### src/hw/rtl/aew_pkg.sv
// Types and constants shared by the ADC event word unpacker.
package aew_pkg;

  localparam logic [2:0] TypeDatum   = 3'd0;
  localparam logic [2:0] TypeHeader  = 3'd2;
  localparam logic [2:0] TypeTrailer = 3'd4;
  localparam logic [31:0] FillerWord = 32'hffff_ffff;

  localparam logic [2:0] KindHeader  = 3'd0;
  localparam logic [2:0] KindData    = 3'd1;
  localparam logic [2:0] KindTrailer = 3'd2;
  localparam logic [2:0] KindFiller  = 3'd3;
  localparam logic [2:0] KindError   = 3'd4;

  localparam logic [2:0] ErrNone       = 3'd0;
  localparam logic [2:0] ErrNotHeader  = 3'd1;
  localparam logic [2:0] ErrNotData    = 3'd2;
  localparam logic [2:0] ErrNotTrailer = 3'd3;
  localparam logic [2:0] ErrIncomplete = 3'd4;

  typedef enum logic [2:0] {
    PhSeek  = 3'b001,
    PhData  = 3'b010,
    PhTrail = 3'b100
  } phase_e;

  typedef struct packed {
    logic [31:0] raw_word;
    logic        buffer_last;
  } in_t;

  typedef struct packed {
    logic [2:0]  kind;
    logic [4:0]  geo_addr;
    logic [7:0]  crate_id;
    logic [5:0]  word_count;
    logic [4:0]  chan_num;
    logic [13:0] conversion;
    logic [23:0] event_counter;
    logic [2:0]  error_code;
    logic        event_done;
  } out_t;

  typedef struct packed {
    phase_e     phase;
    logic [5:0] words_left;
    logic [4:0] held_geo;
    logic [7:0] held_crate;
    logic [5:0] held_count;
  } state_t;

endpackage

### src/hw/rtl/aew_decode.sv
// Word decoder: result and next parser state for one readout word.
module aew_decode (
  input  aew_pkg::in_t    word_i,
  input  aew_pkg::state_t state_i,
  output aew_pkg::out_t   res_o,
  output aew_pkg::state_t state_o
);

  logic [31:0] w;
  logic [2:0]  wtype;

  assign w     = word_i.raw_word;
  assign wtype = w[26:24];

  always_comb begin
    res_o   = '0;
    state_o = state_i;
    unique case (state_i.phase)
      aew_pkg::PhData: begin
        res_o.geo_addr   = state_i.held_geo;
        res_o.crate_id   = state_i.held_crate;
        res_o.word_count = state_i.held_count;
        if (wtype != aew_pkg::TypeDatum) begin
          res_o.kind       = aew_pkg::KindError;
          res_o.error_code = aew_pkg::ErrNotData;
          state_o.phase    = aew_pkg::PhSeek;
        end else begin
          res_o.chan_num   = w[20:16];
          res_o.conversion = w[13:0];
          if (word_i.buffer_last) begin
            res_o.kind       = aew_pkg::KindError;
            res_o.error_code = aew_pkg::ErrIncomplete;
            state_o.phase    = aew_pkg::PhSeek;
          end else begin
            res_o.kind         = aew_pkg::KindData;
            state_o.words_left = state_i.words_left - 6'd1;
            if (state_i.words_left == 6'd1) begin
              state_o.phase = aew_pkg::PhTrail;
            end
          end
        end
      end
      aew_pkg::PhTrail: begin
        res_o.geo_addr   = state_i.held_geo;
        res_o.crate_id   = state_i.held_crate;
        res_o.word_count = state_i.held_count;
        state_o.phase    = aew_pkg::PhSeek;
        if (wtype != aew_pkg::TypeTrailer) begin
          res_o.kind       = aew_pkg::KindError;
          res_o.error_code = aew_pkg::ErrNotTrailer;
        end else begin
          res_o.kind          = aew_pkg::KindTrailer;
          res_o.event_counter = w[23:0];
          res_o.event_done    = 1'b1;
        end
      end
      default: begin
        state_o.phase = aew_pkg::PhSeek;
        if (w == aew_pkg::FillerWord) begin
          res_o.kind = aew_pkg::KindFiller;
        end else if (wtype != aew_pkg::TypeHeader) begin
          res_o.kind       = aew_pkg::KindError;
          res_o.error_code = aew_pkg::ErrNotHeader;
        end else begin
          state_o.held_geo   = w[31:27];
          state_o.held_crate = w[23:16];
          state_o.held_count = w[13:8];
          res_o.geo_addr     = w[31:27];
          res_o.crate_id     = w[23:16];
          res_o.word_count   = w[13:8];
          if (word_i.buffer_last) begin
            res_o.kind       = aew_pkg::KindError;
            res_o.error_code = aew_pkg::ErrIncomplete;
          end else begin
            res_o.kind         = aew_pkg::KindHeader;
            state_o.words_left = w[13:8];
            state_o.phase      = (w[13:8] == 6'd0) ? aew_pkg::PhTrail : aew_pkg::PhData;
          end
        end
      end
    endcase
  end

endmodule

### src/hw/rtl/adc_event_word_unpacker.sv
// Top level of the ADC event word unpacker.
//
// Input channel (in_valid_i, in_stall_o, in_data_i) carries one 32-bit
// readout word per transaction, with a flag for the last word of a buffer.
// Output channel (out_valid_o, out_stall_i, out_data_o) carries exactly one
// decoded result per input transaction, in order.
// Each word is decoded combinationally against the parser state and the
// result lands in the output register: out_valid_o rises in the cycle after
// acceptance. Throughput is one word per cycle while the receiver does not
// stall; the parser state update is a loop through the decoder.
// A new word is accepted while the output register is empty or holds a
// result that is being taken in the same cycle; when the receiver stalls
// with a result pending, in_stall_o is raised and the result and parser
// state hold. Reset empties the output register and returns the parser to
// header search with cleared held header fields.
module adc_event_word_unpacker (
  input  logic          clk_i,
  input  logic          rst_ni,
  input  logic          in_valid_i,
  output logic          in_stall_o,
  input  aew_pkg::in_t  in_data_i,
  output logic          out_valid_o,
  input  logic          out_stall_i,
  output aew_pkg::out_t out_data_o
);

  aew_pkg::state_t state_q, state_d;
  aew_pkg::out_t   res_d, res_q;
  logic            valid_q, valid_d;
  logic            accept;

  aew_decode u_decode (
    .word_i (in_data_i),
    .state_i(state_q),
    .res_o  (res_d),
    .state_o(state_d)
  );

  assign in_stall_o = valid_q & out_stall_i;
  assign accept     = in_valid_i & ~in_stall_o;

  always_comb begin
    valid_d = valid_q;
    if (accept) begin
      valid_d = 1'b1;
    end else if (!out_stall_i) begin
      valid_d = 1'b0;
    end
  end

  always_ff @(posedge clk_i or negedge rst_ni) begin
    if (!rst_ni) begin
      valid_q          <= 1'b0;
      state_q.phase    <= aew_pkg::PhSeek;
      state_q.words_left <= '0;
      state_q.held_geo   <= '0;
      state_q.held_crate <= '0;
      state_q.held_count <= '0;
    end else begin
      valid_q <= valid_d;
      if (accept) begin
        state_q <= state_d;
      end
    end
  end

  always_ff @(posedge clk_i) begin
    if (accept) begin
      res_q <= res_d;
    end
  end

  assign out_valid_o = valid_q;
  assign out_data_o  = res_q;

endmodule
### config.mk
export PLATFORM = sky130hd
export DESIGN_NAME = adc_event_word_unpacker
export DESIGN_NICKNAME = d
export VERILOG_FILES = /design/src/hw/rtl/aew_pkg.sv /design/src/hw/rtl/aew_decode.sv /design/src/hw/rtl/adc_event_word_unpacker.sv
export SDC_FILE = /design/constraint.sdc
export NUM_CORES = 1
export LEC_CHECK = 0
export BUFFER_PORTS_ARGS = -buffer_cell sky130_fd_sc_hd__buf_2
export CAP_MARGIN = 20
export CORE_MARGIN = 10
export CORE_UTILIZATION = 56
export DETAILED_ROUTE_END_ITERATION = 7
export HOLD_SLACK_MARGIN = 0.03
export PLACE_DENSITY = 0.92
export SYNTH_ARGS = -nofsm -noshare
export SYNTH_HDL_FRONTEND = slang
export SYNTH_SLANG_ARGS = --single-unit
### constraint.sdc
create_clock -name clk_i -period 7.4 [get_ports clk_i]
set_clock_uncertainty 0.2 [all_clocks]
set_input_delay 0 -clock clk_i [delete_from_list [all_inputs] [get_ports clk_i]]
set_output_delay 0 -clock clk_i [all_outputs]
set_load 0.02 [all_outputs]
After elaboration in Yosys (flattened, before gate mapping):

Index checks and enable logic that the tools add are counted.

* bitwise gates (word level): 8
* mux-type cells: 28
* add/sub/neg operators: 1
* reduce and logical (&&, ||, !) cells: 8
* equal/unequal tests: 13

Operators by type and width (count)
* $mux 28: 2
* $pmux 22 s2: 1
* $mux 3: 13
* $mux 19: 2
* $eq 32x32->1 const B: 1
* $mux 6: 2
* $pmux 3 s2: 2
* $pmux 6 s2: 1
* $mux 9: 1
* $ne 2x2->1 const B: 4
* $reduce_and 7->1: 1
* $eq 6x1->1 const B: 1
* $logic_not 6->1: 1
* $not 1->1: 6
* $reduce_or 2->1: 3
* $sub 6x1->6 const B: 1
* $ne 2x1->1 const B: 2
* $ne 4x2->1 const B: 1
* $reduce_and 4->1: 1
* $eq 3x2->1 const B: 1
* $eq 3x3->1 const B: 1
* $mux 1: 3
* $ne 3x2->1 const B: 1
* $ne 3x3->1 const B: 1
* 4 further kinds: 5

* register bits: 98
* output and inout port bits: 71
* input port bits: 37

Logic depth before layout (Yosys ltp):

* depth in word-level cells: 6
* mapped depth: 7

Modules after synthesis:

Synthesis repeated with hierarchy kept, for this count alone.

* cell total of the unflattened synthesis: 313
* area total of the unflattened synthesis: 4550.6 µm²

Modules (own cells, without submodules)
* adc_event_word_unpacker: area each 3218.1 µm², cells each 132, instances 1, seq. area each 2798.9 µm²
* aew_decode: area each 1332.5 µm², cells each 181, instances 1, seq. area each 0.0 µm²

Worst setup path after synthesis:

No wires, ideal clock.

* kind: flip-flop to flip-flop
* from: reg valid_q (netlist: out_valid_o)
* to: reg state_q[19] (netlist bit)
* period minus slack after synthesis: 3.821 ns
* cell stages (with the launch flop): 6
* buffers on the path: 0
* path slack: 3.579 ns
* required time: 7.076 ns
* setup time: 0.124 ns
* data arrival time: 3.497 ns
* path through: dfrtp_1 > and2_1 > and2b_1 > o211ai_2 > or2_4 > a211o_1

* word-level cells in the longest chain between the ends: 4

Ends and longest elaborated chain
* from (decl): line adc_event_word_unpacker.sv:29 `logic valid_q, valid_d;`
* from (signal assigned): line adc_event_word_unpacker.sv:60 `valid_q <= valid_d;`
* $and 1x1->1: line adc_event_word_unpacker.sv:39 `assign in_stall_o = valid_q & out_stall_i;`
* via in_stall_o: line adc_event_word_unpacker.sv:20 `output logic in_stall_o,`
* $not 1->1: line adc_event_word_unpacker.sv:40 `assign accept = in_valid_i & ~in_stall_o;`
* $and 1x1->1: line adc_event_word_unpacker.sv:40
* via accept: line adc_event_word_unpacker.sv:30 `logic accept;`
* $reduce_and 7->1 (no source line)
* to (signal assigned): line adc_event_word_unpacker.sv:62 `state_q <= state_d;`
* to (decl): line adc_event_word_unpacker.sv:27 `aew_pkg::state_t state_q, state_d;`

The timed path passes the listed nets, and every way through them passes these cells.
A chain may end at the register's enable or synchronous reset.

Worst setup path in the final report:

* from: reg state_q[25] (netlist bit)
* to: reg state_q[5] (netlist bit)

* word-level cells in the longest chain between the ends: 4
* elaborated cells between the ends (all ways): 5
* classes of those cells: eq/ne (2); bitwise (1); reduce/logical (2)

Ends and longest elaborated chain
* $eq 3x2->1 or $eq 3x3->1 (tied branches): line aew_decode.sv:18 `unique case (state_i.phase)`
* $reduce_or 2->1 (no source line) *
* $not 1->1 (no source line) *
* $reduce_and 4->1 (no source line) *

Mark *: on every way between the ends. The rest lies on a longest branch, timed or not.

==> metrics <==
Vias/cell 5.80; crit share post-route 0.466; port bufs 107; Bufs on Longest Clock Path 2; synth warn 0; global-route wire length before repair 17.3 mm; post-synth top area share 0.498; CTS tree done; Seq cells post-synth 98; DRC viols 0; Final #Nets 472; status completed; GRT Overall Usage 0.197; gr ovfl total 0; HP Class in2out; PwrDens 218 nW/µm²; top-count cell post-synth edfxtp_1; # clock sinks 98; Clock Latency Late Sink 0.38 ns; Peak VDD IR 114 µV; Iter 0 DRT Violations 306; TritonRoute pass-1 iters 4; Root Buffer clkbuf_8; # IOs 108; NetSw 309 µW; Vias 3114; total CTS buffers 9; largest cells by area after synthesis edfxtp_1, dfrtp_1, and2_1; Pint 867 µW; DIE HEIGHT 106 µm; area added between synthesis and finish 29.7%; critical path required time 7.46 ns; Avg Cell Area, Syn 14.6 µm²; CP arrival 3.51 ns; share of cells above drive strength 1 0.374; PostCTS Resize Cnt 0; Worst-path clk slew 0.10 ns; Multi-input gate area 1300 µm²; Initial Utilization 0.574; largest net degree at the start of global routing 74; Core Area 7250 µm²; Worst R2R Path Depth 5; Clock power frac 0.301; die width 106 µm; post-synthesis instance area 4160 µm²; number of max-cap violations 0; Net Count, Synth 324; Post-synth top flop edfxtp_1; CP max FO 25; Sequential Area 2800 µm²; Syn Inst Count 285; top cells by count, synth edfxtp_1, and2_1, dfrtp_1, mux2_2, a22o_1; RSZ-0062 raised after global routing no; switch share 0.263; worst-margin pin slew 0.954 ns; antenna violations before repair 0; Yosys top cell by area edfxtp_1; setup ws final 3.95 ns; Hold Path Stages 3; Flop pwr share 0.565; Max-slew headroom 0.362; detailed placement HPWL 7.09 mm; ys async rst share 0.296; library cells used by synthesis 47; Setup TNS Final 0 ns; Seq/Total Area, Yosys 0.673; number of flops mapped to enable cells by yosys 69; drt total wl 11.1 mm; Logic pwr share 0.134; fill count 406; Worst setup EP type register; Setup Crit Path Kind reg2reg; fin. max-slew vios 0; Routed Antenna Nets 0; number of diodes 0; post-place setup slack 4.12 ns; row cnt 31; Final Hold Viols 0; htree depth 3; CP Launch Type register; post-DR wirelength/cell 20.7 µm; FMAX 0.290 GHz; Final min period 3.45 ns; number of global-route vias before repair 3172; die area 11300 µm²; Setup violations, final 0; Leak 0.00227 µW; GPL Wtd Cong 0.857
-- area by class of cell --
cell class	instances	area share
multi-input combinational	171	0.241
clock buffer	9	0.0229
inverter	4	0.00278
clock inverter	7	0.0144
tap	99	0.0229
sequential	98	0.519
timing repair buffer	149	0.178
-- critical path, stage by stage, from the launching register on --
cell and delay, ns:
dfstp_2 0.58, or3b_4 0.23, nand2_1 0.54, a211oi_4 1.02, nand2_4 0.34, mux2_1 0.41
-- per-stage QoR --
| step | instances | power [µW] | hold slack, ns | utilization | instance area [µm²] |
|---|---|---|---|---|---|
| after detailed placement | 482 | 812 | -0.127 | 0.661 | 4800 |
| after CTS | 537 | 1170 | 0.187 | 0.744 | 5400 |
| after floorplan | 285 | 754 | -0.496 | - | 4160 |
| after global placement | 482 | 801 | -0.142 | 0.661 | 4800 |
| final | 537 | 1180 | 0.196 | 0.744 | 5400 |
| after global routing | 537 | 1210 | 0.226 | 0.744 | 5400 |
-- power by group through the flow --
| stage | combinational, µW | clock (µW) | sequential [µW] |
|---|---|---|---|
| detailed placement | 138 | 0 | 674 |
| global placement | 131 | 0 | 670 |
| CTS | 156 | 353 | 663 |
| global route | 168 | 375 | 669 |
| finish | 158 | 354 | 665 |
| floorplan | 60.5 | 0 | 693 |
-- path summary, 6_finish.rpt --
check	from	end	slack [ns]
worst min-delay path	out_stall_i	in_stall_o	0.20
worst min register to register	state_q[23]	state_q[23]	0.32
min in group asynchronous	rst_ni	state_q[25]	0.53
worst max register to register	state_q[25]	state_q[5]	3.95
worst max-delay path	state_q[25]	state_q[5]	3.95
max in group asynchronous	rst_ni	state_q[22]	6.30
-- sequential cells by signal, summed over array words and instances (netlist names) --
register / count
out_valid_o: 1
state_q: 28
out_data_o: 69
-- cells in the final DEF (no fill, tap or decap), drive strengths merged, types with 5 or more instances in the layout --
master | synthesis | routed
buf | 4 | 111
edfxtp | 69 | 69
and2 | 45 | 45
dlygate4sd3 | 0 | 38
dfrtp | 28 | 28
mux2 | 21 | 21
a22o | 19 | 19
a21oi | 9 | 9
clkbuf | 8 | 9
nor2 | 8 | 8
nand4 | 8 | 8
o21ai | 8 | 8
nor3 | 8 | 8
nand2 | 6 | 6
inv | 4 | 6
nor4 | 5 | 5
-- timing repair --
| item | in CTS | in global routing |
|---|---|---|
| hold buffers | 39 | 0 |
| buffers inserted | 0 | 0 |
| endpoints found under the hold margin | 125 | 0 |
-- metal layers --
layer	part of all wire	track usage
met5	0	0
met4	0.035	0.110
met3	0.072	0.0386
met2	0.54	0.351
met1	0.35	0.214
-- logic make-up (layout without fill, tap and decap cells) --
group | Yosys count | in the layout | synth area share
multiplexers | 21 | 21 | 0.0568
buffers and inverters | 16 | 169 | 0.0183
AO/OA/AOI/OAI | 53 | 53 | 0.0986
adder cells (fa/ha/maj) | 2 | 2 | 0.00601
AND/OR/NAND/NOR | 95 | 95 | 0.148
flip-flops | 98 | 98 | 0.673
(Power assumes the default switching activity.)
